**config.mk**
```make
export PLATFORM = sky130hd
export DESIGN_NAME = amt_out_fifo
export DESIGN_NICKNAME = d
export VERILOG_FILES = /design/src/hdl/amt_pkg.sv /design/src/hdl/amt_out_fifo.sv
export SDC_FILE = /design/constraint.sdc
export NUM_CORES = 1
export LEC_CHECK = 0
export ABC_AREA = 1
export BUFFER_PORTS_ARGS = -buffer_cell sky130_fd_sc_hd__buf_4
export CAP_MARGIN = 20
export CORE_MARGIN = 2
export CORE_UTILIZATION = 50
export DETAILED_ROUTE_END_ITERATION = 8
export PLACE_DENSITY = 0.68
export SETUP_SLACK_MARGIN = 0.1
export SYNTH_ARGS = -nofsm -noshare
export SYNTH_HDL_FRONTEND = slang
export SYNTH_SLANG_ARGS = --single-unit
```
**constraint.sdc**
```tcl
create_clock -name clk -period 2.8 [get_ports clk]
set_input_delay 0.56 -clock clk [delete_from_list [all_inputs] [get_ports clk]]
set_output_delay 0.56 -clock clk [all_outputs]
set_load 0.01 [all_outputs]
```
**src/hdl/amt_pkg.sv**
```systemverilog
// Package for the adaptive mean threshold block: geometry constants, widths,
// register indexes and the structs passed between the pipeline modules.
// Depends on nothing; every other file of the block imports it.
package amt_pkg;

  localparam int PIX_W      = 8;
  localparam int MAX_WIDTH  = 1024;
  localparam int MAX_HEIGHT = 4096;
  localparam int RADIUS     = 10;
  localparam int LINES      = 2 * RADIUS + 1;
  localparam int AREA       = LINES * LINES;
  localparam int PIX_MAX    = 2 ** PIX_W - 1;

  localparam int COL_W    = $clog2(MAX_WIDTH);
  localparam int WID_W    = $clog2(MAX_WIDTH + 1);
  localparam int ROW_W    = $clog2(MAX_HEIGHT + 1);
  localparam int SLOT_W   = $clog2(LINES);
  localparam int LS_AW    = SLOT_W + COL_W;
  localparam int LS_DEPTH = LINES * MAX_WIDTH;
  localparam int RECV_W   = $clog2(MAX_WIDTH * MAX_HEIGHT + 1);
  localparam int LAG_W    = $clog2(MAX_WIDTH * RADIUS + RADIUS + 1);
  localparam int CS_W     = $clog2(LINES * PIX_MAX + 1);
  localparam int WS_W     = $clog2(AREA * PIX_MAX + 1);

  // The mean is the window sum times a rounded-up reciprocal of the area.
  // For sums below 2^WS_W the product shifted down is the exact quotient.
  localparam int RECIP_SHIFT = 26;
  localparam int RECIP_MUL   = (2 ** RECIP_SHIFT + AREA - 1) / AREA;
  localparam int RECIP_W     = $clog2(RECIP_MUL + 1);

  // Configuration port.
  localparam int CFG_IDX_W  = 2;
  localparam int CFG_DATA_W = 13;
  localparam int CFG_WID_W  = 11;
  localparam int CFG_HGT_W  = 13;
  localparam int OFS_W      = 9;
  localparam int LVL_W      = OFS_W + 2;

  localparam logic [CFG_IDX_W-1:0] REG_IMAGE_WIDTH      = CFG_IDX_W'(0);
  localparam logic [CFG_IDX_W-1:0] REG_IMAGE_HEIGHT     = CFG_IDX_W'(1);
  localparam logic [CFG_IDX_W-1:0] REG_THRESHOLD_OFFSET = CFG_IDX_W'(2);

  localparam int RESET_WIDTH  = 640;
  localparam int RESET_HEIGHT = 480;
  localparam int RESET_OFFSET = 9;

  // Result buffer.
  localparam int FIFO_DEPTH = 8;
  localparam int FIFO_AW    = $clog2(FIFO_DEPTH);
  localparam int CNT_W      = $clog2(FIFO_DEPTH + 1);

  // Control for one accepted item, decided from the frame counters.
  typedef struct packed {
    logic             is_pix;     // pixel is stored and enters the sums
    logic [PIX_W-1:0] pix;
    logic [COL_W-1:0] col;
    logic             row_zero;   // first line of the frame
    logic             row_fresh;  // line slot not yet filled in this frame
    logic             col_zero;
    logic             col_full;   // a column leaves the window on the left
    logic             emit;       // item produces a result
    logic             border;
    logic             last;
  } item_t;

  typedef struct packed {
    logic             valid;
    logic [WS_W-1:0]  ws;
    logic [PIX_W-1:0] pix;
    logic             border;
    logic             last;
  } sum_t;

  typedef struct packed {
    logic [PIX_W-1:0] pixel_out;
    logic             is_border;
    logic             last_of_frame;
  } res_t;

endpackage

```
**src/hdl/amt_out_fifo.sv**
```systemverilog
// Result buffer between the pipeline and the output channel, so that the
// pipeline keeps running while results wait. Depends on amt_pkg.
module amt_out_fifo (
  input  logic                      clk,
  input  logic                      rst,
  input  logic                      wr,
  input  amt_pkg::res_t             wr_data,
  input  logic                      rd,
  output amt_pkg::res_t             head,
  output logic [amt_pkg::CNT_W-1:0] count
);
  import amt_pkg::*;

  res_t               entries [0:FIFO_DEPTH-1];
  logic [FIFO_AW-1:0] wr_ptr, rd_ptr;

  assign head = entries[rd_ptr];

  always_ff @(posedge clk) begin
    if (wr) entries[wr_ptr] <= wr_data;
  end

  always_ff @(posedge clk) begin
    if (rst) begin
      wr_ptr <= '0;
      rd_ptr <= '0;
      count  <= '0;
    end else begin
      if (wr) wr_ptr <= wr_ptr + FIFO_AW'(1);
      if (rd) rd_ptr <= rd_ptr + FIFO_AW'(1);
      count <= count + CNT_W'(wr) - CNT_W'(rd);
    end
  end

  a_no_overflow: assert property (@(posedge clk) disable iff (rst)
      wr && !rd |-> count < CNT_W'(FIFO_DEPTH))
    else $error("result buffer written while full");
endmodule
```
### After elaboration in Yosys (flattened, before gate mapping)

Memory sizes are Yosys's and may differ from the RTL's. A register that Yosys moved wholly into a read port is not among the register bits.
Index checks and enable logic that the tools add are counted.

| word-level totals | value |
|---|---|
| bits in registers | 10 |
| bits in writable memories | 80 |
| logic and storage cells | 12 |
| memories | 1 |

Memories:

| memory | depth | width | rd ports | clocked after memory_dff | wr ports | line | source |
|---|---|---|---|---|---|---|---|
| entries | 8 | 10 | 1 | 1 | 1 | amt_out_fifo.sv:14 | `res_t entries [0:FIFO_DEPTH-1];` |

| cells by class | value |
|---|---|
| $add $sub $neg | 4 |
| muxes and demuxes | 4 |

Operator list:

| kind | number |
|---|---|
| 3-bit by 1-bit adder with 3-bit output, second input constant | 2 |
| 3-bit two-way mux | 2 |
| 4-bit by 1-bit adder with 4-bit output | 1 |
| 4-bit by 1-bit subtractor with 4-bit output | 1 |
| 1-bit two-way mux | 2 |

### Logic depth before layout (Yosys ltp)

| depth | value |
|---|---|
| word-level depth | 3 |
| depth in mapped cells | 9 |
| depth with buffers taken out | 9 |

### Worst setup path after synthesis

OpenSTA, ideal clock, no wires.

| timing | value |
|---|---|
| path type | input-to-reg |
| start point | input port wr |
| end point | memory entries[0][0] (netlist name), enable pin |
| data arrival time | 1.375 ns |
| path slack | 1.048 ns |
| stages | 3 |
| buffers on the path | 0 |
| cells stage by stage | inv_1 -> or2_2 -> nor2_1 |

| on the way | value |
|---|---|
| word-level cells in the longest chain between the ends | 2 |

RTL lines:

| item | line | source |
|---|---|---|
| start, declared | amt_out_fifo.sv:6 | `input logic wr,` |
| 1-bit two-way mux | amt_out_fifo.sv:20 | `if (wr) entries[wr_ptr] <= wr_data;` |
| 1-bit two-way mux (implied by the code) | amt_out_fifo.sv:20 |  |
| end, declared | amt_out_fifo.sv:14 |  |

Every way passes these cells.

==> out/qor.yml <==
sta:
  hold_viol_final: 0
  post-route-min-period_ns: 2.44
  rsz0062_at_grt: "no"
  setup_viol: 0
  fmax_mhz: 411
  final.period_utilization: 0.870
  slew-limit-headroom: 0.607
  max_slew.worst_pin.slew_ns: 0.589
  postLayoutSetupSlackWorst_ns: 0.365
  hold_ws_ns: 0.420
  tns_ns: 0
  slew_violations: 0
  finalClockSkew_ns: 0.0179
synthesis:
  synth.distinct_cells: 19
  yosysTopAreaCellShare: 0.580
  synth_area_per_cell_um2: 9.75
  ys_top_cells_by_count: "134 x nand2_1, 94 x inv_1, 80 x edfxtp_1"
  ys_seq_area_frac: 0.642
  yosys-top-cells-area: "edfxtp_1 58%, nand2_1 12%, inv_1 8.5%, dfxtp_1 6.3%, nand3_1 5.1%"
  synth.cell_area_mm2: 0.00415
  synth_top_area_cell: "edfxtp_1"
  ys_ff_latch: 93
  yosysWarnings: 0
  async_flop_share: 0
  synthCells: 425
  synth_most_common_cell: "nand2_1"
  yosys_most_used_dff: "edfxtp_1"
  synth_edf_count: 80
  synth_nets: 446
setup_path:
  regToRegSetupSlack_ns: 1.22
  crit_type: "reg -> out"
  critPathMostFrequentCell: "nand2_1"
  critical-path-slowest-cell: "dfxtp_1"
  path_buf_inv: 2
  critPathMaxFanout: 40
  cp_data_arrival_time_ns: 1.88
  cp-start-kind: "flop"
  path_delay_family: "flip-flops"
  r2r_cells: 8
  endpoint_kind: "primary output"
  worstReg2RegStart: "count[0]"
  worstPathCellList: "inv_6 -> nand2_1 -> nand3_1 -> nand2_1 -> nand2_1 -> nand2_1 -> buf_4"
  required_ns: 2.24
  max_stage_delay_ns: 0.71
  timing.rr.end: "count[2]"
cts:
  cts_buffers: 9
  cts_resized: 0
  cts.reportedPaths.clkPinSlew_ns: 0.09
  clockRootBuffer: "clkbuf_8"
  cts_tree: "yes"
  max-clock-path-buffers: 2
  cts_hold_buffers: 0
  cts_max_level: 3
  insertion_delay_ns: 0.36
  cts_setup_buffers: 0
  cts_sinks: 93
min_path:
  hold_end: "count[0]"
  hp-class: "in -> reg"
  min-delay-start: "rst"
  hold_depth: 2
floorplanning:
  core_mm2: 0.00813
  rows: 33
  die_area_mm2: 0.00903
  initial_utilization: 0.510
  die_w_um: 95.1
  pin_count: 28
  die_h_um: 95.1
placement:
  routabilityCongestion: 0.799
  place_hpwl_um: 5060
  port_buffers: 27
  post_dp_cell_area_mm2: 0.00448
  dp_slack_ns: 0.773
flow_run:
  cap_viol_max_count: 0
pwr:
  powerDensity_mw_per_mm2: 645
  p_leak_nw: 2.19
  ir_drop_v: 0.000490
  power_mw: 3.03
cells_and_area:
  fin_nets: 485
  fillers: 699
  diodes: 0
  stdcell_area_mm2: 0.00470
  multi_input_area_mm2: 0.00101
  seqCellArea_mm2: 0.00266
  drive_above_1_share: 0.151
  syn_to_final_growth_pct: 13.4
detailed_routing:
  viasPerCell: 4.81
  initialDrtViolationCount: 63
  num_vias: 2760
  wire_per_inst_um: 13.8
  drc_errors: 0
  first_pass_iters: 4
  ant_nets: 0
  drt-total-wl_um: 7900
global_route:
  grt_max_degree: 41
  grt_usage: 0.194
  grt_overflow_total: 0
  antenna_found_initial: 0
  grt_pass1_wl_um: 12900
  grt_pass1_vias: 2694
run_status:
  status: "completed"
## state kept, by name, summed over array words and instances, names as in the netlist, named ones only
register,cells
entries,80
count,4
rd_ptr,3
wr_ptr,3
## placed cells by master (no fill, tap or decap), types with 2 or more instances in the layout
cell,n
bufinv_16,2
o21ai_0,3
nand2_1,134
nand2_2,10
nor2_1,16
ha_1,6
clkinvlp_4,2
inv_6,2
clkbuf_8,9
edfxtp_1,80
nand3_1,42
inv_1,94
or2_2,2
buf_4,42
a21oi_1,6
dfxtp_1,13
## worst register-to-register path: cells and delay by family (launching register included)
family                   cells  cell delay (ns)
adder cells (fa/ha/maj)      3             0.78
AND/OR/NAND/NOR              1             0.05
XOR/XNOR                     1             0.14
buffers and inverters        3             0.15
flip-flops                   1             0.34
## kinds of logic after synthesis
group | Yosys count | synth area share
AO/OA/AOI/OAI | 9 | 0.0109
XOR/XNOR | 2 | 0.00423
adder cells (fa/ha/maj) | 7 | 0.0229
buffers and inverters | 110 | 0.115
flip-flops | 93 | 0.642
AND/OR/NAND/NOR | 204 | 0.205
## through the flow
stage / util / std cells
2_1_floorplan: - / 425
3_3_place_gp: 0.551 / 558
3_5_place_dp: 0.551 / 558
4_1_cts: 0.578 / 574
5_1_grt: 0.578 / 574
6_report: 0.578 / 574
## layer usage
metal,track usage,share of wire,vias to the layer above
met4,0.0749,0.023,0
met1,0.237,0.43,1295
met5,0,0,-
li1,-,-,1389
met2,0.344,0.51,61
met3,0.0308,0.041,15
## layout make-up
| cell class | instances | area share |
|---|---|---|
| Clock inverter | 7 | 0.0208 |
| Tap cell | 105 | 0.0279 |
| Multi-Input combinational cell | 222 | 0.214 |
| Timing Repair Buffer | 42 | 0.0671 |
| Sequential cell | 93 | 0.566 |
| Clock buffer | 9 | 0.0263 |
| Inverter | 96 | 0.0777 |
## where the power goes
part | switching, mW | internal, mW
Sequential | 0.0344 | 1.56
Combinational | 0.264 | 0.192
Clock | 0.478 | 0.506
Total | 0.776 | 2.26
## how the worst max path moves through the flow
stage / from / endpoint / slack [ns] / cells past startpoint
floorplan: wr / entries[0][0] / 1.05 / 3
global placement: flop / head[0] / 0.80 / 7
detailed placement: flop / head[4] / 0.77 / 7
CTS: flop / head[1] / 0.35 / 7
global route: flop / head[7] / 0.17 / 7
finish: flop / head[1] / 0.36 / 7
Power figures use the tool's default switching activity.
