`config.mk`:
```
export PLATFORM = sky130hd
export DESIGN_NAME = amt_thresh
export DESIGN_NICKNAME = d
export VERILOG_FILES = /design/src/hdl/amt_pkg.sv /design/src/hdl/amt_thresh.sv
export SDC_FILE = /design/constraint.sdc
export NUM_CORES = 1
export LEC_CHECK = 0
export BUFFER_PORTS_ARGS = -buffer_cell sky130_fd_sc_hd__buf_2
export CORE_MARGIN = 2
export CORE_UTILIZATION = 28
export CTS_CLUSTER_SIZE = 28
export DETAILED_ROUTE_END_ITERATION = 16
export SYNTH_ARGS = -nofsm -noshare
export SYNTH_HDL_FRONTEND = slang
export SYNTH_SLANG_ARGS = --single-unit
```
`constraint.sdc`:
```
create_clock -name clk -period 5.02 [get_ports clk]
set_clock_uncertainty 0.1 [all_clocks]
set_input_delay 0 -clock clk [delete_from_list [all_inputs] [get_ports clk]]
set_output_delay 0 -clock clk [all_outputs]
set_load 0.01 [all_outputs]
```
`src/hdl/amt_pkg.sv`:
```
// Package for the adaptive mean threshold block: geometry constants, widths,
// register indexes and the structs passed between the pipeline modules.
// Depends on nothing; every other file of the block imports it.
package amt_pkg;

  localparam int PIX_W      = 8;
  localparam int MAX_WIDTH  = 1024;
  localparam int MAX_HEIGHT = 4096;
  localparam int RADIUS     = 10;
  localparam int LINES      = 2 * RADIUS + 1;
  localparam int AREA       = LINES * LINES;
  localparam int PIX_MAX    = 2 ** PIX_W - 1;

  localparam int COL_W    = $clog2(MAX_WIDTH);
  localparam int WID_W    = $clog2(MAX_WIDTH + 1);
  localparam int ROW_W    = $clog2(MAX_HEIGHT + 1);
  localparam int SLOT_W   = $clog2(LINES);
  localparam int LS_AW    = SLOT_W + COL_W;
  localparam int LS_DEPTH = LINES * MAX_WIDTH;
  localparam int RECV_W   = $clog2(MAX_WIDTH * MAX_HEIGHT + 1);
  localparam int LAG_W    = $clog2(MAX_WIDTH * RADIUS + RADIUS + 1);
  localparam int CS_W     = $clog2(LINES * PIX_MAX + 1);
  localparam int WS_W     = $clog2(AREA * PIX_MAX + 1);

  // The mean is the window sum times a rounded-up reciprocal of the area.
  // For sums below 2^WS_W the product shifted down is the exact quotient.
  localparam int RECIP_SHIFT = 26;
  localparam int RECIP_MUL   = (2 ** RECIP_SHIFT + AREA - 1) / AREA;
  localparam int RECIP_W     = $clog2(RECIP_MUL + 1);

  // Configuration port.
  localparam int CFG_IDX_W  = 2;
  localparam int CFG_DATA_W = 13;
  localparam int CFG_WID_W  = 11;
  localparam int CFG_HGT_W  = 13;
  localparam int OFS_W      = 9;
  localparam int LVL_W      = OFS_W + 2;

  localparam logic [CFG_IDX_W-1:0] REG_IMAGE_WIDTH      = CFG_IDX_W'(0);
  localparam logic [CFG_IDX_W-1:0] REG_IMAGE_HEIGHT     = CFG_IDX_W'(1);
  localparam logic [CFG_IDX_W-1:0] REG_THRESHOLD_OFFSET = CFG_IDX_W'(2);

  localparam int RESET_WIDTH  = 640;
  localparam int RESET_HEIGHT = 480;
  localparam int RESET_OFFSET = 9;

  // Result buffer.
  localparam int FIFO_DEPTH = 8;
  localparam int FIFO_AW    = $clog2(FIFO_DEPTH);
  localparam int CNT_W      = $clog2(FIFO_DEPTH + 1);

  // Control for one accepted item, decided from the frame counters.
  typedef struct packed {
    logic             is_pix;     // pixel is stored and enters the sums
    logic [PIX_W-1:0] pix;
    logic [COL_W-1:0] col;
    logic             row_zero;   // first line of the frame
    logic             row_fresh;  // line slot not yet filled in this frame
    logic             col_zero;
    logic             col_full;   // a column leaves the window on the left
    logic             emit;       // item produces a result
    logic             border;
    logic             last;
  } item_t;

  typedef struct packed {
    logic             valid;
    logic [WS_W-1:0]  ws;
    logic [PIX_W-1:0] pix;
    logic             border;
    logic             last;
  } sum_t;

  typedef struct packed {
    logic [PIX_W-1:0] pixel_out;
    logic             is_border;
    logic             last_of_frame;
  } res_t;

endpackage

```
`src/hdl/amt_thresh.sv`:
```
// Second and third pipeline stages: window mean by reciprocal multiply, then the
// compare with mean minus offset; border pixels pass as is. Depends on amt_pkg.
module amt_thresh (
  input  logic                             clk,
  input  logic                             rst,
  input  amt_pkg::sum_t                    s2,
  input  logic signed [amt_pkg::OFS_W-1:0] ofs,
  output logic                             s3_valid,
  output amt_pkg::res_t                    res
);
  import amt_pkg::*;

  logic [WS_W+RECIP_W-1:0] prod;
  logic [PIX_W-1:0]        s3_mean, s3_pix;
  logic                    s3_border, s3_last;
  logic signed [LVL_W-1:0] level, pix_s;

  assign prod = (WS_W+RECIP_W)'(s2.ws) * (WS_W+RECIP_W)'(RECIP_MUL);

  always_ff @(posedge clk) begin
    s3_mean   <= prod[RECIP_SHIFT +: PIX_W];
    s3_pix    <= s2.pix;
    s3_border <= s2.border;
    s3_last   <= s2.last;
  end

  always_ff @(posedge clk) begin
    if (rst) s3_valid <= 1'b0;
    else s3_valid <= s2.valid;
  end

  assign level = $signed({{(LVL_W-PIX_W){1'b0}}, s3_mean}) - LVL_W'(ofs);
  assign pix_s = $signed({{(LVL_W-PIX_W){1'b0}}, s3_pix});

  always_comb begin
    res.is_border     = s3_border;
    res.last_of_frame = s3_last;
    if (s3_border) res.pixel_out = s3_pix;
    else if (pix_s < level) res.pixel_out = '0;
    else res.pixel_out = PIX_W'(PIX_MAX);
  end
endmodule

```
After elaboration in Yosys (flattened, before gate mapping):

Cells that the tools add are included.
W data, S select, Z words.

* add/sub/neg operators: 1
* multipliers: 1
* div/mod/pow operators: 0
* magnitude comparators: 1
* eq/ne operators: 0
* shift-type cells: 0
* mux-type cells: 2
* bitwise gates (word level): 0
* reductions and logical operators: 0

Operators by type and width (number)
* $mul A17 B18 Y34 const B: 1
* $mux W8: 2
* $lt A9 B10 Y1: 1
* $sub A9 B9 Y10: 1

* flip-flop bits (word level): 19
* latch bits: 0
* bits in writable memories: 0
* bits in read-only memories: 0
* bits of input ports: 39
* output and inout bits: 11
* memories: 0

Logic depth before layout (Yosys ltp):

* depth after elaboration: 4
* mapped depth: 19
* mapped depth without buffers: 19

Least setup slack after synthesis:

No wires, ideal clock.

* kind: input-to-reg
* from: input s2[24] (netlist name)
* to: register s3_mean[5]
* arrival: 4.925 ns
* required time: 4.800 ns
* path slack: -0.125 ns
* cell stages on the path: 17
* path buffers: 0
* cell sequence: fa_1 > inv_1 > fa_1 > inv_1 > fa_1 > fa_1 > fa_1 > inv_1 > fa_1 > inv_1 > ha_1 > nand4_1 > or4_1 > a2111o_1 > o2111ai_2 > a31oi_1 > xnor2_1

* cells in the longest elaborated chain, start to end: 1

Ends and longest elaborated chain
* start: declaration: line amt_thresh.sv:6 `input amt_pkg::sum_t s2,`
* $mul A17 B18 Y34: line amt_thresh.sv:18 `assign prod = (WS_W+RECIP_W)'(s2.ws) * (WS_W+RECIP_W)'(RECIP_MUL);`
* net prod[31]: line amt_thresh.sv:13 `logic [WS_W+RECIP_W-1:0] prod;`
* end signal: assignment: line amt_thresh.sv:21 `s3_mean <= prod[RECIP_SHIFT +: PIX_W];`
* end: declaration: line amt_thresh.sv:14 `logic [PIX_W-1:0] s3_mean, s3_pix;`

The timed path passes the listed nets, and every way through them passes these cells.
A chain may end at the register's enable or synchronous reset.

Final worst setup path:

Same ends and word-level chain as after synthesis.

==> impl_metrics.tcl <==
set metrics [dict create \
    finalHoldViolCount 0 \
    hp-start "s2[4]" \
    cts.reportedPaths.clkPinSlew_ns 0.05 \
    h-tree-depth 1 \
    vias 4804 \
    clock_sinks 19 \
    die_w_um 156 \
    total_leakage_power_nw 4.26 \
    synth_edf_count 0 \
    synthXorXnorAreaFrac 0.0218 \
    ys_seq_area_frac 0.0591 \
    ir_drop_mv 0.411 \
    row_count 55 \
    power_frac_seq 0.044 \
    gr-usage-all-layers 0.119 \
    synthAdderAreaFrac 0.625 \
    drt_pre_antenna_iters 4 \
    synthArstFlopShare 0 \
    cts_made_buffers 3 \
    crit_arrival_ns 4.97 \
    final_max_slew_viol_count 0 \
    outcome "finished clean" \
    period_minus_slack_ns 4.93 \
    combPwrFrac 0.923 \
    power.switching_mw 2.46 \
    syn_area_um2 6430 \
    p_int_mw 2.36 \
    fin_ws_ns 0.0871 \
    max_freq_mhz 203 \
    synth_top_family_by_area "adder cells" \
    fin_nets 1116 \
    slew_headroom 0.627 \
    coreArea_um2 22600 \
    drtIter0Drc 167 \
    whs_path_depth 2 \
    grt-ovfl-total 0 \
    drt-total-wl_mm 14.1 \
    diodes 0 \
    ys_types 47 \
    floorplan.initialDensity 0.285 \
    drive_above_1_share 0.156 \
    grt_max_degree 12 \
    pre_cts_ws_ns -0.360 \
    antenna_found_initial 0 \
    hold_end "s3_pix[2]$_DFF_P_" \
    max_cap_violations 0 \
    place_congestion 0.830 \
    ant_nets 0 \
    synth_compound_area_frac 0.102 \
    worstMarginPinSlew_ns 0.555 \
    worst-setup-path-type "in2reg" \
    cts_buffer_depth 2 \
    rsz0062_at_grt "true" \
    ys_warn_count 0 \
    synthFlopType "dfxtp_1" \
    drc 0 \
    layout_worst_path_cycle_share 0.983 \
    clockRootBuffer "clkbuf_16" \
    syn_avg_cell_area_um2 9.19 \
    synth.area.mux_share 0.00156 \
    synthToLayoutAreaGrowth_pct 19.4 \
    power_mw 4.82 \
    endpoint_kind "register" \
    grt_pass1_vias 5037 \
    synthCells 700 \
    wire_per_inst_um 12.8 \
    ys_seq_elements 19 \
    required_ns 5.05 \
    p_per_area_nw_per_um2 628 \
    clkPwrFrac 0.033 \
    cp-start-kind "primary input" \
    grt_pass1_wl_mm 23.8 \
    cp_max_fo 5 \
    p_sw_frac 0.511 \
    min_path_type "in2reg" \
    dieHeight_um 156 \
    dp_hpwl_mm 13.1 \
    yosys.area_share.simple 0.0648 \
    cts_tree "done" \
    portBuffers 49 \
    via_per_inst 4.38 \
    finalSetupViolCount 0 \
    synth_nets 1002 \
    dieArea_um2 24200 \
    io_pins 50 \
]
-- critical path: stages --
cell,delay (ns)
buf_12,0.11
fa_2,0.61
inv_2,0.04
fa_1,0.49
inv_1,0.05
fa_1,0.50
fa_1,0.44
fa_1,0.53
inv_2,0.04
fa_1,0.48
inv_2,0.04
ha_4,0.25
nand4_1,0.09
or4_4,0.49
a2111o_1,0.41
o2111ai_2,0.12
a31oi_1,0.12
xnor2_1,0.14
-- cells in the final DEF (no fill, tap or decap), types with 5 or more instances in the layout --
| master | n |
|---|---|
| inv_1 | 206 |
| ha_1 | 164 |
| fa_1 | 93 |
| buf_4 | 51 |
| buf_2 | 47 |
| nand2_1 | 30 |
| a21oi_1 | 29 |
| dfxtp_1 | 19 |
| nor2_1 | 18 |
| nand3_1 | 16 |
| o21ai_0 | 15 |
| xnor2_1 | 12 |
| dlygate4sd3_1 | 12 |
| a21o_1 | 9 |
| nand4_1 | 6 |
| o211ai_1 | 5 |
| a211oi_1 | 5 |
| o21a_1 | 5 |
-- cells in the mapped netlist (5+ instances only) --
master,count,share of area
nand2_1,30,0.018
dfxtp_1,19,0.059
inv_1,210,0.12
a21o_1,9,0.011
fa_1,97,0.30
ha_1,166,0.32
nand3_1,16,0.012
nor2_1,18,0.011
a211oi_1,5,0.0058
a21oi_1,31,0.024
o21a_1,5,0.0058
xnor2_1,12,0.016
o21ai_0,15,0.012
nand4_1,6,0.0058
o211ai_1,5,0.0058
-- state kept, by name (all words and copies together), names as in the netlist --
register   cells
s3_mean        8
s3_pix         8
s3_border      1
s3_last        1
s3_valid       1
-- power by group through the flow --
stage	Clock (mW)	Combinational, mW	Sequential, mW
final	0.161	4.45	0.210
after global placement	0	4.35	0.215
after floorplan	0	2.98	0.208
after CTS	0.166	4.46	0.211
after detailed placement	0	4.39	0.214
after global routing	0.173	5.12	0.214
-- what timing repair did --
item / CTS / global route
resized for setup: 7 / 15
endpoints found under the setup margin: 5 / 6
hold buffers: 12 / 0
buffers inserted: 1 / 2
endpoints found under the hold margin: 11 / 0
pin swaps: 15 / 10
-- cell type report --
| class | count | area [um^2] |
|---|---|---|
| fill | 2326 | 14900 |
| multi-input combinational | 467 | 5300 |
| inverter | 210 | 788 |
| timing repair buffer | 113 | 781 |
| sequential | 19 | 380 |
| tap | 285 | 357 |
| clock buffer | 4 | 78.8 |
-- cells by family after synthesis --
logic type,after synthesis
adder cells (fa/ha/maj),263
XOR/XNOR,16
buffers and inverters,214
AND/OR/NAND/NOR,88
flip-flops,19
AO/OA/AOI/OAI,99
multiplexers,1
-- through the flow --
stage / area (um^2) / std cells / util / hold slack (ns) / setup TNS, ns
2_1_floorplan: 6440 / 700 / - / -0.0723 / 0
3_3_place_gp: 7390 / 1079 / 0.327 / 0.00374 / -1.54
3_5_place_dp: 7390 / 1079 / 0.327 / 0.00400 / -1.66
4_1_cts: 7610 / 1096 / 0.337 / 0.286 / 0
5_1_grt: 7680 / 1098 / 0.340 / 0.300 / -0.0377
6_report: 7680 / 1098 / 0.340 / 0.291 / 0
-- per-layer routing --
metal / wire [um] / track usage / up-vias
li1: - / - / 2464
met1: 7280 / 0.174 / 2264
met2: 6420 / 0.203 / 70
met3: 283 / 0.00444 / 6
met4: 64 / 0.0122 / 0
met5: 0 / 0 / -
-- worst max path at each step --
stage,from,slack [ns],cells after the start,to
after floorplan,s2[24],0.002,17,s3_mean[5]$_DFF_P_
after global placement,s2[24],-0.34,18,s3_mean[5]$_DFF_P_
after detailed placement,s2[24],-0.36,18,s3_mean[5]$_DFF_P_
after global routing,s2[24],-0.04,20,s3_mean[5]$_DFF_P_
after CTS,s2[24],0.001,18,s3_mean[5]$_DFF_P_
final,s2[24],0.09,18,s3_mean[5]$_DFF_P_
(Power assumes the default switching activity.)
