### src/hdl/amt_pkg.sv
// Package for the adaptive mean threshold block: geometry constants, widths,
// register indexes and the structs passed between the pipeline modules.
// Depends on nothing; every other file of the block imports it.
package amt_pkg;

  localparam int PIX_W      = 8;
  localparam int MAX_WIDTH  = 1024;
  localparam int MAX_HEIGHT = 4096;
  localparam int RADIUS     = 10;
  localparam int LINES      = 2 * RADIUS + 1;
  localparam int AREA       = LINES * LINES;
  localparam int PIX_MAX    = 2 ** PIX_W - 1;

  localparam int COL_W    = $clog2(MAX_WIDTH);
  localparam int WID_W    = $clog2(MAX_WIDTH + 1);
  localparam int ROW_W    = $clog2(MAX_HEIGHT + 1);
  localparam int SLOT_W   = $clog2(LINES);
  localparam int LS_AW    = SLOT_W + COL_W;
  localparam int LS_DEPTH = LINES * MAX_WIDTH;
  localparam int RECV_W   = $clog2(MAX_WIDTH * MAX_HEIGHT + 1);
  localparam int LAG_W    = $clog2(MAX_WIDTH * RADIUS + RADIUS + 1);
  localparam int CS_W     = $clog2(LINES * PIX_MAX + 1);
  localparam int WS_W     = $clog2(AREA * PIX_MAX + 1);

  // The mean is the window sum times a rounded-up reciprocal of the area.
  // For sums below 2^WS_W the product shifted down is the exact quotient.
  localparam int RECIP_SHIFT = 26;
  localparam int RECIP_MUL   = (2 ** RECIP_SHIFT + AREA - 1) / AREA;
  localparam int RECIP_W     = $clog2(RECIP_MUL + 1);

  // Configuration port.
  localparam int CFG_IDX_W  = 2;
  localparam int CFG_DATA_W = 13;
  localparam int CFG_WID_W  = 11;
  localparam int CFG_HGT_W  = 13;
  localparam int OFS_W      = 9;
  localparam int LVL_W      = OFS_W + 2;

  localparam logic [CFG_IDX_W-1:0] REG_IMAGE_WIDTH      = CFG_IDX_W'(0);
  localparam logic [CFG_IDX_W-1:0] REG_IMAGE_HEIGHT     = CFG_IDX_W'(1);
  localparam logic [CFG_IDX_W-1:0] REG_THRESHOLD_OFFSET = CFG_IDX_W'(2);

  localparam int RESET_WIDTH  = 640;
  localparam int RESET_HEIGHT = 480;
  localparam int RESET_OFFSET = 9;

  // Result buffer.
  localparam int FIFO_DEPTH = 8;
  localparam int FIFO_AW    = $clog2(FIFO_DEPTH);
  localparam int CNT_W      = $clog2(FIFO_DEPTH + 1);

  // Control for one accepted item, decided from the frame counters.
  typedef struct packed {
    logic             is_pix;     // pixel is stored and enters the sums
    logic [PIX_W-1:0] pix;
    logic [COL_W-1:0] col;
    logic             row_zero;   // first line of the frame
    logic             row_fresh;  // line slot not yet filled in this frame
    logic             col_zero;
    logic             col_full;   // a column leaves the window on the left
    logic             emit;       // item produces a result
    logic             border;
    logic             last;
  } item_t;

  typedef struct packed {
    logic             valid;
    logic [WS_W-1:0]  ws;
    logic [PIX_W-1:0] pix;
    logic             border;
    logic             last;
  } sum_t;

  typedef struct packed {
    logic [PIX_W-1:0] pixel_out;
    logic             is_border;
    logic             last_of_frame;
  } res_t;

endpackage

### src/hdl/amt_ctrl.sv
// Configuration registers and frame counters; decides per item whether it is
// stored, whether it yields a result, and where that result pixel lies.
// Depends on amt_pkg.
module amt_ctrl (
  input  logic                             clk,
  input  logic                             rst,
  input  logic                             cfg_write,
  input  logic [amt_pkg::CFG_IDX_W-1:0]    cfg_index,
  input  logic [amt_pkg::CFG_DATA_W-1:0]   cfg_data,
  input  logic                             fire,
  input  logic                             func,
  input  logic [amt_pkg::PIX_W-1:0]        pixel_in,
  output amt_pkg::item_t                   item,
  output logic [amt_pkg::LS_AW-1:0]        in_addr,
  output logic [amt_pkg::LS_AW-1:0]        out_addr,
  output logic signed [amt_pkg::OFS_W-1:0] ofs
);
  import amt_pkg::*;

  function automatic logic [WID_W-1:0] clamp_width(input logic [CFG_DATA_W-1:0] d);
    logic [CFG_WID_W-1:0] v;
    v = d[CFG_WID_W-1:0];
    if (v == '0) return WID_W'(1);
    else if (v > CFG_WID_W'(MAX_WIDTH)) return WID_W'(MAX_WIDTH);
    else return WID_W'(v);
  endfunction

  function automatic logic [ROW_W-1:0] clamp_height(input logic [CFG_DATA_W-1:0] d);
    logic [CFG_HGT_W-1:0] v;
    v = d[CFG_HGT_W-1:0];
    if (v == '0) return ROW_W'(1);
    else if (v > CFG_HGT_W'(MAX_HEIGHT)) return ROW_W'(MAX_HEIGHT);
    else return ROW_W'(v);
  endfunction

  logic [WID_W-1:0]  img_w;
  logic [ROW_W-1:0]  img_h;
  logic [LAG_W-1:0]  lag;
  logic [COL_W-1:0]  in_col, out_col;
  logic [ROW_W-1:0]  in_row, out_row;
  logic [SLOT_W-1:0] in_slot, out_slot;
  logic [RECV_W-1:0] received;

  logic [WID_W-1:0]  new_w;
  logic [WID_W-1:0]  in_col_inc, out_col_inc;
  logic              frame_in, is_pix, emit, in_row_end, out_row_end, last, restart;

  assign new_w = clamp_width(cfg_data);

  assign frame_in    = (in_row == img_h);
  assign is_pix      = !func && !frame_in;
  // While pixels stream in, a result is due once the lag is covered; after
  // the frame is in, every item drains one pending result.
  assign emit        = is_pix ? (RECV_W'(lag) <= received) : frame_in;
  assign in_col_inc  = WID_W'(in_col) + WID_W'(1);
  assign out_col_inc = WID_W'(out_col) + WID_W'(1);
  assign in_row_end  = (in_col_inc == img_w);
  assign out_row_end = (out_col_inc == img_w);
  assign last        = emit && out_row_end &&
                       ((ROW_W+1)'(out_row) + (ROW_W+1)'(1) == (ROW_W+1)'(img_h));

  assign restart = (cfg_write && (cfg_index == REG_IMAGE_WIDTH ||
                                  cfg_index == REG_IMAGE_HEIGHT)) ||
                   (fire && last);

  always_comb begin
    item.is_pix    = is_pix;
    item.pix       = pixel_in;
    item.col       = in_col;
    item.row_zero  = (in_row == '0);
    item.row_fresh = (in_row < ROW_W'(LINES));
    item.col_zero  = (in_col == '0);
    item.col_full  = (in_col >= COL_W'(LINES));
    item.emit      = emit;
    item.border    = (out_row < ROW_W'(RADIUS)) ||
                     ((ROW_W+1)'(out_row) + (ROW_W+1)'(RADIUS) >= (ROW_W+1)'(img_h)) ||
                     (out_col < COL_W'(RADIUS)) ||
                     ((WID_W+1)'(out_col) + (WID_W+1)'(RADIUS) >= (WID_W+1)'(img_w));
    item.last      = last;
  end

  assign in_addr  = {in_slot, in_col};
  assign out_addr = {out_slot, out_col};

  always_ff @(posedge clk) begin
    if (rst) begin
      img_w    <= WID_W'(RESET_WIDTH);
      img_h    <= ROW_W'(RESET_HEIGHT);
      ofs      <= OFS_W'(RESET_OFFSET);
      lag      <= LAG_W'(RESET_WIDTH * RADIUS + RADIUS);
      in_col   <= '0;
      in_row   <= '0;
      in_slot  <= '0;
      out_col  <= '0;
      out_row  <= '0;
      out_slot <= '0;
      received <= '0;
    end else begin
      if (cfg_write) begin
        case (cfg_index)
          REG_IMAGE_WIDTH: begin
            img_w <= new_w;
            lag   <= LAG_W'(new_w) * LAG_W'(RADIUS) + LAG_W'(RADIUS);
          end
          REG_IMAGE_HEIGHT:     img_h <= clamp_height(cfg_data);
          REG_THRESHOLD_OFFSET: ofs   <= cfg_data[OFS_W-1:0];
          default: ;
        endcase
      end
      if (restart) begin
        in_col   <= '0;
        in_row   <= '0;
        in_slot  <= '0;
        out_col  <= '0;
        out_row  <= '0;
        out_slot <= '0;
        received <= '0;
      end else if (fire) begin
        if (is_pix) begin
          received <= received + RECV_W'(1);
          if (in_row_end) begin
            in_col  <= '0;
            in_row  <= in_row + ROW_W'(1);
            in_slot <= (in_slot == SLOT_W'(LINES - 1)) ? '0 : in_slot + SLOT_W'(1);
          end else begin
            in_col <= in_col + COL_W'(1);
          end
        end
        if (emit) begin
          if (out_row_end) begin
            out_col  <= '0;
            out_row  <= out_row + ROW_W'(1);
            out_slot <= (out_slot == SLOT_W'(LINES - 1)) ? '0 : out_slot + SLOT_W'(1);
          end else begin
            out_col <= out_col + COL_W'(1);
          end
        end
      end
    end
  end

  a_row_range: assert property (@(posedge clk) disable iff (rst) in_row <= img_h)
    else $error("input row counter passed the image height");
  a_col_range: assert property (@(posedge clk) disable iff (rst) WID_W'(in_col) < img_w)
    else $error("input column counter passed the image width");
  a_last_restart: assert property (@(posedge clk) disable iff (rst)
      fire && last |=> in_row == '0 && received == '0 && out_row == '0)
    else $error("frame counters did not restart after the last result");
endmodule

### config.mk
export PLATFORM = sky130hd
export DESIGN_NAME = amt_ctrl
export DESIGN_NICKNAME = d
export VERILOG_FILES = /design/src/hdl/amt_pkg.sv /design/src/hdl/amt_ctrl.sv
export SDC_FILE = /design/constraint.sdc
export NUM_CORES = 1
export LEC_CHECK = 0
export BUFFER_PORTS_ARGS = -buffer_cell sky130_fd_sc_hd__buf_4
export CAP_MARGIN = 20
export CORE_MARGIN = 3
export CORE_UTILIZATION = 50
export CTS_BUF_LIST = sky130_fd_sc_hd__clkbuf_4 sky130_fd_sc_hd__clkbuf_8
export CTS_CLUSTER_DIAMETER = 150
export DETAILED_ROUTE_END_ITERATION = 8
export PLACE_DENSITY = 0.7
export RECOVER_POWER = 50
export SETUP_SLACK_MARGIN = 0.3
export SLEW_MARGIN = 20
export SYNTH_ARGS = -nofsm -noshare
export SYNTH_HDL_FRONTEND = slang
export SYNTH_SLANG_ARGS = --single-unit
### constraint.sdc
create_clock -name clk -period 10.15 [get_ports clk]
set_input_delay 3.045 -clock clk [delete_from_list [all_inputs] [get_ports clk]]
set_output_delay 3.045 -clock clk [all_outputs]
set_load 0.02 [all_outputs]
; Word level (Yosys, flattened, before mapping)
; Cells that the tools add are included.
[op_classes]
add_sub_neg = 13
multipliers = 1
n_lt_le_gt_ge = 9
n_eq_ne = 8
mux = 9
n_reduce_logical = 25
[op_table]
columns = operator, count
row1 = 13-bit by 1-bit adder with 13-bit output (second input constant), 2
row2 = 13-bit zero test, 2
row3 = 13-bit 2-to-1 mux, 2
row4 = 23-bit by 1-bit adder with 23-bit output (second input constant), 1
row5 = 14-bit by 23-bit <= comparator with 1-bit output, 1
row6 = 10-bit by 1-bit adder with 11-bit output (second input constant), 2
row7 = 11-bit equality test, 2
row8 = 11-bit 2-to-1 mux, 2
row9 = 10-bit by 1-bit adder with 10-bit output (second input constant), 2
row10 = 10-bit 2-to-1 mux, 2
row11 = 13-bit by 1-bit adder with 14-bit output (second input constant), 1
row12 = 13-bit by 4-bit adder with 14-bit output (second input constant), 1
row13 = 14-bit by 4-bit adder with 14-bit output (second input constant), 1
row14 = 14-bit by 13-bit equality test with 1-bit output, 1
row15 = 14-bit by 13-bit greater-or-equal comparator with 1-bit output, 1
row16 = 13-bit equality test, 1
row17 = 13-bit greater-than comparator (second input constant), 1
row18 = 13-bit by 4-bit < comparator with 1-bit output (second input constant), 1
row19 = 13-bit by 5-bit < comparator with 1-bit output (second input constant), 1
row20 = 11-bit by 3-bit multiplier with 13-bit output (second input constant), 1
row21 = 10-bit by 4-bit adder with 11-bit output (second input constant), 1
row22 = 11-bit greater-or-equal comparator, 1
row23 = 11-bit greater-than comparator (second input constant), 1
row24 = 11-bit zero test, 1
row25 = other kinds (16), 33
[totals]
regBits = 126
in_bits = 28
output_inout_bits = 65
wordCells = 76

; Logic depth before layout (Yosys ltp)
; Gate-level depths: netlist (run 1).
[depth]
word_depth = 9
depth_mapped = 15
depth_no_buf = 15

; Worst setup path after synthesis (run 1)
; Ideal clock, no wire load.
[synth_path]
path_kind = in2out
start = input func
end = output item[0] (netlist bit)
arrival_time_ps = 4082
required_time_ps = 7105
slack_ps = 3023
cell_stages = 4
n_path_buf = 1
cell_sequence = or4_1 > nand3_1 > and3_1 > buf_4
[synth_between]
elab_chain_len = 5
[synth_lines]
columns = element, line
row1 = from (decl), amt_ctrl.sv:11  ; input logic func,
row2 = 1-bit zero test, amt_ctrl.sv:51  ; assign is_pix = !func && !frame_in;
row3 = 1-bit logical AND, amt_ctrl.sv:51
row4 = 1-bit 2-to-1 mux, amt_ctrl.sv:54  ; assign emit = is_pix ? (RECV_W'(lag) <= received) : frame_in;
row5 = named net emit, amt_ctrl.sv:46  ; logic frame_in, is_pix, emit, in_row_end, out_row_end, last, restart;
row6 = 1-bit logical AND (2 in series), amt_ctrl.sv:59  ; assign last = emit && out_row_end &&
row7 = to (decl), amt_ctrl.sv:13  ; output amt_pkg::item_t item,
; The timed path passes the listed nets, and every way through them passes these cells.

==> results of run 1 <==
[through the flow]
stage	setup slack, ps	area (um2)	utilization, %	power [mW]
5_1_grt	2649	9389	55.63	1.093
2_1_floorplan	3023	8746	-	0.6005
3_5_place_dp	2731	9196	54.49	0.6276
4_1_cts	2731	9584	56.79	1.062
3_3_place_gp	2778	9196	54.49	0.6261
6_report	2701	9389	55.63	1.051
[placed cells by master, fill, tap and decap left out, drive strengths merged, types with 30 or more instances in the layout]
master / instances
dfxtp: 125
nor2: 116
nand2: 86
xnor2: 84
a21oi: 82
clkbuf: 73
ha: 70
inv: 67
o21ai: 58
nand3: 40
xor2: 35
nor3: 30
[power by group through the flow]
stage	registers (mW)	logic [mW]	clock network (mW)
finish	0.508	0.108	0.436
CTS	0.508	0.110	0.445
floorplan	0.517	0.0836	0
global route	0.509	0.121	0.464
global placement	0.519	0.108	0
detailed placement	0.519	0.109	0
[worst max path at each step]
stage                   end  slack (ps)  cells past startpoint
CTS                 item[0]        2730                      5
global route        item[0]        2650                      5
finish              item[0]        2700                      5
floorplan           item[0]        3020                      4
detailed placement  item[0]        2730                      5
global placement    item[0]        2780                      5
[kinds of logic (layout without fill, tap and decap cells)]
group,Yosys count,count (layout)
AO/OA/AOI/OAI,219,219
buffers and inverters,152,180
XOR/XNOR,119,119
adder cells (fa/ha/maj),71,71
multiplexers,4,4
flip-flops,125,125
AND/OR/NAND/NOR,443,443
[registers in the layout, summed over array words and instances (netlist names), 9 cells and up]
register / flops
out_row: 13
in_col: 10
img_h: 13
lag: 13
out_col: 10
ofs: 9
in_row: 13
img_w: 11
received: 23
[cells in the mapped netlist (5+ instances only)]
cell and count:
dfxtp_1 125, nor2_1 116, nand2_1 86, xnor2_1 84
a21oi_1 82, ha_1 70, inv_1 67, o21ai_0 58
clkbuf_1 42, nand3_1 39, xor2_1 35, nor3_1 30
nor4_1 28, nand4_1 27, buf_4 23, nor2b_1 23
or3_1 19, buf_2 14, nand2b_1 14, a21o_1 12
or4_1 12, a211oi_1 10, a31oi_1 10, and3_1 9
or2_2 9, o31ai_1 7, a22oi_1 6, nand3b_1 6
o211ai_1 6, o21a_1 6, nor3b_1 5
[layout make-up]
type | instances | area, um2 | area share, %
clock buffer | 20 | 269.0 | 2.865
clock inverter | 11 | 118.9 | 1.266
inverter | 68 | 255.2 | 2.719
multi-input combinational | 856 | 5555 | 59.17
sequential | 125 | 2502 | 26.65
tap | 220 | 275.3 | 2.932
timing repair buffer | 81 | 412.9 | 4.398
[critical path, delay by kind of cell]
family	cells	cell delay (ps)
AND/OR/NAND/NOR	3	1100
buffers and inverters	2	250
[layer usage]
| layer | vias up | track usage (%) | wire length [um] |
|---|---|---|---|
| met3 | 21 | 4.938 | 1266 |
| met5 | - | 0 | 0 |
| met2 | 209 | 34.43 | 9566 |
| met4 | 0 | 5.408 | 237 |
| li1 | 3947 | - | - |
| met1 | 3675 | 30.99 | 10500 |
==> impl_metrics.toml, run 1 <==
[outcome]
status = "finished with violations"
violations = "max-capacitance violations, max-slew violations"

[logic_synthesis]
muxShareOfSynthArea_pct = 0.4578
synth_edf_count = 0
synth_fa_ha_area_share_pct = 10.24
syn_avg_cell_area_um2 = 7.719
synth-xor-area-share_pct = 11.92
synth_top_area_share_pct = 28.61
syn_nets = 1232
yosys.area_share.simple_pct = 25.92
synth.distinct_cells = 60
ys_seq_area_share_pct = 28.61
synth_largest_area_cell = "dfxtp_1"
async_flop_share_pct = 0
synth_top_family_by_area = "simple AND/OR/NAND/NOR gates"
synth_compound_area_share_pct = 14.96
yosys_warnings = 0
ys_top_cells_by_area = "dfxtp_1 (29%), ha_1 (10%), xnor2_1 (8.4%)"
synth_area_um2 = 8746
synth_cells = 1133
synth_ff_type = "dfxtp_1"
ys_ff_latch = 125

[layout]
areaGrowthSynthToFinish_pct = 7.353
drive_gt1_share_pct = 6.718
num-nets-final = 1248
diodes = 0
fill_cells = 1692
final_cells = 1381

[grt]
grt_max_degree = 42
grt_pass1_vias = 7136
grt_pass1_wl_mm = 35.48
grtUsageTotal_pct = 22.00
grt_overflow_total = 0
antenna_found_initial = 0

[pwr]
peakVddDrop_mv = 0.08511
seq_power_share_pct = 48.3
combPwrFrac_pct = 10.2
p_switching_mw = 0.2804
intPower_mw = 0.7708
leakagePower_nw = 3.406
power_frac_clock_pct = 41.5
switching_share_pct = 26.67
p_per_area_nw_per_um2 = 112.0

[floorplan]
core_um2 = 16880
die_h_um = 138.3
placementRows = 47
start_util_pct = 51.82
fp.dieW_um = 138.3
dieArea_um2 = 19110
ioPinCount = 93

[worst_hold_path]
hold_path.class = "register to register"
min_path_cells = 2
hold_path_end = "ofs[1]"
hp-start = "ofs[1]"

[clock_network]
cts_tree = "built"
cts_setup_buffers = 0
clkLatencyLatePin_ps = 450
clock-sinks = 125
cts-htree-levels = 4
post_cts_resized = 0
cts_root_buffer = "clkbuf_8"
cts_inserted_buffers = 17
ctsLongestPathBuffers = 2
path_clk_slew_ps = 70
hold_buffers = 0

[placement]
port_buffers = 76
hpwl_mm = 15.98
place_congestion = 0.9498
placed_cells = 1350

[worst_setup_path]
slowest_stage = "or4_1"
reg2reg_from = "out_col[2]"
startpoint_type = "input pin"
crit_fanout = 7
slowest_delay_ps = 540
reg2reg_slack_ps = 5970
worstSetupPathType = "input pin to output pin"
r2r_end = "in_slot[2]"
crit_chain = "buf_4 > or4_1 > nand3_1 > and3_1 > buf_4"
reg2regPathDepth = 11
crit_path_end_kind = "output pin"
arrival_ps = 4400
cp_common_cell = "buf_4"
cp.required_ps = 7110
cp-startpoint = "func"

[timing]
period_share_pct = 73.39
setup_viol = 0
tns_ps = 0
clock_skew_ps = 9.435
hold_viol = 0
fmax_mhz = 134.2
worstMarginPinSlew_ps = 1714
holdWs_ps = 460.9
maxSlewViolCount = 41
relSlewSlack_pct = -14.27
final.min_clock_period_ps = 7449
rsz0062_at_grt = "false"

[drt]
drtAntennaViolNets = 0
vias = 7852
drtPass1Iterations = 5
routed_wl_mm = 21.57
drc = 0
wl_per_cell_um = 15.62
drt_iter0_drc = 503
vias_per_cell = 5.686

[flow_run]
cap_violations = 1
No activity file was read; power rests on OpenSTA's default activity.
==> run 2: changes to the inputs <==
--- a/config.mk
+++ b/config.mk
@@ -12,7 +12,7 @@
 export CTS_BUF_LIST = sky130_fd_sc_hd__clkbuf_4 sky130_fd_sc_hd__clkbuf_8
 export CTS_CLUSTER_DIAMETER = 150
 export DETAILED_ROUTE_END_ITERATION = 8
-export PLACE_DENSITY = 0.7
+export PLACE_DENSITY = 0.72
 export RECOVER_POWER = 50
 export SETUP_SLACK_MARGIN = 0.3
 export SLEW_MARGIN = 20
==> constraint.sdc (replaced) <==
create_clock -name clk -period 6.8 [get_ports clk]
set_input_delay 2.04 -clock clk [delete_from_list [all_inputs] [get_ports clk]]
set_output_delay 2.04 -clock clk [all_outputs]
set_load 0.02 [all_outputs]
==> impl_metrics.toml, run 2 (synthesis gave the netlist of run 1 again) <==
[floorplan]
core_um2 = 16880
die_h_um = 138.3
placementRows = 47
fp.dieW_um = 138.3
ioPinCount = 93
dieArea_um2 = 19110
start_util_pct = 51.82

[placement]
dpl_cell_area_um2 = 9204
port_buffers = 76
place_ws_ps = 1300
hpwl_mm = 16.07
place_congestion = 0.9129

[worst_setup_path]
arrival_ps = 3540
slowest_delay_ps = 580
critPathTopFamily = "simple AND/OR/NAND/NOR gates"
startpoint_type = "register"
cp.required_ps = 4760
cp_common_cell = "o21ai_0"
crit_path_end_kind = "output pin"
slowest_stage = "nor4_1"
crit_fanout = 9
worstSetupPathType = "register to output pin"
crit_chain = "ha_1 > nand4_1 > or3_1 > o21ai_0 > o21ai_0 > o22a_1 > nor4_1 > and3_1 > buf_4"
crit_buf_inv = 1

[clock_network]
clkLatencyLatePin_ps = 450
clock-sinks = 125
cts_inserted_buffers = 17
ctsLongestPathBuffers = 2
cts_tree = "built"
cts-htree-levels = 4
path_clk_slew_ps = 70
cts_setup_buffers = 0
cts_root_buffer = "clkbuf_8"
post_cts_resized = 0
hold_buffers = 0

[layout]
diodes = 0
final_cell_mix = "dfxtp_1 (125), nor2_1 (116), nand2_1 (86), xnor2_1 (84), a21oi_1 (82)"
areaGrowthSynthToFinish_pct = 7.868
num-nets-final = 1249
drive_gt1_share_pct = 7.051
largest_reg_flops = 23
design_area_um2 = 9434
regMostFlops = "received"
mostFrequentLayoutCell = "dfxtp_1"

[timing]
period_share_pct = 82.05
rsz0062_at_grt = "false"
worstMarginPinSlew_ps = 1718
relSlewSlack_pct = -14.56
finalWorstSetupSlack_ps = 1221
clock_skew_ps = 11.73
maxSlewViolCount = 41
fmax_mhz = 179.2
tns_ps = 0
final.min_clock_period_ps = 5579
hold_viol = 0
setup_viol = 0

[pwr]
peakVddDrop_mv = 0.1166
leakagePower_nw = 3.428
p_per_area_nw_per_um2 = 170.6

[grt]
grt_max_degree = 41
grtUsageTotal_pct = 22.28
grt_pass1_vias = 7199
grt_pass1_wl_mm = 36.10
grt_overflow_total = 0
antenna_found_initial = 0

[outcome]
status = "finished with violations"
violations = "max-capacitance violations, max-slew violations"

[flow_run]
cap_violations = 1

[drt]
routed_wl_mm = 21.49
drt_iter0_drc = 608
vias_per_cell = 5.693
vias = 7873
drc = 0
drtAntennaViolNets = 0
drtPass1Iterations = 5
wl_per_cell_um = 15.54

[worst_hold_path]
hold_path.class = "register to register"
run 2: area by class of cell:
type	instances	area [um2]
fill	1669	7443
multi-input combinational	856	5555
sequential	125	2502
timing repair buffer	82	427.9
tap	220	275.3
inverter	68	255.2
clock buffer	18	247.7
clock inverter	14	170.2
run 2: worst paths after layout:
path | end | start | slack, ps | depth (start not counted)
max | item[0] | out_row[2] | 1220 | 9
min | lag[5] | lag[5] | 460 | 2
max reg2reg | received[17] | out_col[2] | 2710 | 11
min reg2reg | lag[5] | lag[5] | 460 | 2
run 2: per-stage QoR:
stage	util (%)	instances	power (mW)	hold slack, ps
after floorplan	-	1133	0.8964	426.8
after global placement	54.53	1351	0.9352	447.5
after detailed placement	54.53	1351	0.9378	449.9
after CTS	57.01	1383	1.623	460.3
after global routing	55.90	1383	1.677	485.3
final	55.90	1383	1.609	458.0
run 2: layer usage:
layer	global-route usage, %	wire length (um)
met5	0	0
met4	5.824	278
met2	35.51	9779
met1	30.96	10280
met3	4.558	1147
run 2: where the power goes:
group / internal (mW) / leakage (nW) / switching [mW]
Sequential: 0.743 / 1.01 / 0.0145
Combinational: 0.0638 / 2.22 / 0.0972
Clock: 0.371 / 0.201 / 0.319
Total: 1.18 / 3.43 / 0.431
run 2: tightest hold or removal path, cell delays in order (launching register included):
cell     delay (ps)
dfxtp_1         320
nand2_1          50
a21oi_1          50
==> run 3: changes to the inputs <==
--- a/config.mk
+++ b/config.mk
@@ -12,7 +12,7 @@
 export CTS_BUF_LIST = sky130_fd_sc_hd__clkbuf_4 sky130_fd_sc_hd__clkbuf_8
 export CTS_CLUSTER_DIAMETER = 150
 export DETAILED_ROUTE_END_ITERATION = 8
-export PLACE_DENSITY = 0.72
+export PLACE_DENSITY = 0.7
 export RECOVER_POWER = 50
 export SETUP_SLACK_MARGIN = 0.3
 export SLEW_MARGIN = 20
==> constraint.sdc (replaced) <==
create_clock -name clk -period 5.4 [get_ports clk]
set_input_delay 1.62 -clock clk [delete_from_list [all_inputs] [get_ports clk]]
set_output_delay 1.62 -clock clk [all_outputs]
set_load 0.02 [all_outputs]
==> impl_metrics.toml, run 3 (synthesis gave the netlist of run 1 again) <==
[layout]
num-nets-final = 1248
diodes = 0
fill_cells = 1662
regMostFlops = "received"
areaGrowthSynthToFinish_pct = 8.684
mostFrequentLayoutCell = "dfxtp_1"
final_cell_mix = "dfxtp_1 (124), nor2_1 (116), nand2_1 (86), xnor2_1 (84), a21oi_1 (82)"
design_area_um2 = 9505
final_cells = 1382
final_core_util_pct = 56.32
drive_gt1_share_pct = 7.143
largest_reg_flops = 23

[clock_network]
cts_inserted_buffers = 17
cts_tree = "built"
ctsLongestPathBuffers = 2
cts-htree-levels = 4
hold_buffers = 0
cts_root_buffer = "clkbuf_8"
path_clk_slew_ps = 80
clkLatencyLatePin_ps = 450
cts_setup_buffers = 0
clock-sinks = 125

[floorplan]
dieArea_um2 = 19110
placementRows = 47
ioPinCount = 93
die_h_um = 138.3
core_um2 = 16880
fp.dieW_um = 138.3
start_util_pct = 51.82

[timing]
setup_viol = 0
final.min_clock_period_ps = 4880
finalWorstSetupSlack_ps = 520.0
tns_ps = 0
relSlewSlack_pct = -15.50
rsz0062_at_grt = "false"
clock_skew_ps = 8.309
period_share_pct = 90.37
maxSlewViolCount = 41
fmax_mhz = 204.9
hold_viol = 0
worstMarginPinSlew_ps = 1732

[placement]
hpwl_mm = 16.60
port_buffers = 76
place_ws_ps = 228.0
dpl_cell_area_um2 = 9209
place_congestion = 0.9335
placed_cells = 1350

[drt]
drtAntennaViolNets = 0
wl_per_cell_um = 16.11
vias_per_cell = 5.696
drc = 0
drt_iter0_drc = 435
drtPass1Iterations = 5
vias = 7872
routed_wl_mm = 22.27

[outcome]
status = "finished with violations"
violations = "max-capacitance violations, max-slew violations"

[pwr]
peakVddDrop_mv = 0.1582
leakagePower_nw = 3.457
p_per_area_nw_per_um2 = 224.8

[worst_setup_path]
cp.required_ps = 3780
worstSetupPathType = "register to output pin"
crit_path_end_kind = "output pin"
startpoint_type = "register"
arrival_ps = 3260
crit_fanout = 9

[grt]
antenna_found_initial = 0
grtUsageTotal_pct = 23.03
grt_overflow_total = 0
grt_pass1_wl_mm = 36.71
grt_pass1_vias = 7328
grt_max_degree = 46

[flow_run]
cap_violations = 1

[worst_hold_path]
hold_path.class = "register to register"
-- run 3: changes by cell type in the layout (fill, tap and decap cells not counted), moves of 2 or more --
cell and change:
nor4_1 -2, clkbuf_1 +2, clkinvlp_4 -3, nor4_2 +2, buf_4 -4, bufinv_16 +2
-- run 3: final timing paths --
kind	from	cells past startpoint	end	slack, ps
max reg2reg	out_col[2]	11	received[13]	1550
max	out_row[5]	9	item[1]	520
min	lag[1]	2	lag[1]	450
min reg2reg	lag[1]	2	lag[1]	450
-- run 3: stage by stage --
| step | hold slack (ps) | total power, mW |
|---|---|---|
| 2_1_floorplan | 426.8 | 1.129 |
| 3_3_place_gp | 442.1 | 1.183 |
| 3_5_place_dp | 443.4 | 1.185 |
| 4_1_cts | 455.3 | 2.159 |
| 5_1_grt | 469.5 | 2.224 |
| 6_report | 451.4 | 2.137 |
-- run 3: critical path, cell delays in order (launching register included) --
cell and delay, ps:
dfxtp_1 510, nand4_1 270, nor3_2 350, xor2_1 180, ha_1 260, a21o_1 170
a2111oi_0 440, nand4_1 140, a211o_1 300, buf_4 180
-- run 3: what timing repair did --
item / 4_1_cts / 5_1_grt
cloned: 0 / 0
hold endpoints to repair: 0 / 0
pin swaps: 0 / 0
gates resized for setup: 1 / 4
setup endpoints to repair: 1 / 3
-- run 3: layer usage --
metal	wire length, um	vias up	GRT usage, %	share of wire (%)
met2	10220	226	36.97	46
met3	1286	27	4.316	5.8
met4	320	0	6.812	1.4
met1	10440	3676	31.68	47
met5	0	-	0	0
li1	-	3943	-	-
-- run 3: area by class of cell --
| cell class | instances | area [um2] | share of cell area, % |
|---|---|---|---|
| Multi-Input combinational cell | 856 | 5573 | 58.63 |
| Sequential cell | 125 | 2504 | 26.34 |
| Timing Repair Buffer | 81 | 425.4 | 4.475 |
| Tap cell | 220 | 275.3 | 2.896 |
| Clock buffer | 19 | 261.5 | 2.751 |
| Inverter | 68 | 255.2 | 2.685 |
| Clock inverter | 13 | 211.5 | 2.225 |
-- run 3: power by group --
part	leakage (nW)	internal [mW]	switching, mW
Clock	0.236	0.576	0.398
Combinational	2.21	0.0809	0.127
Sequential	1.01	0.936	0.0185
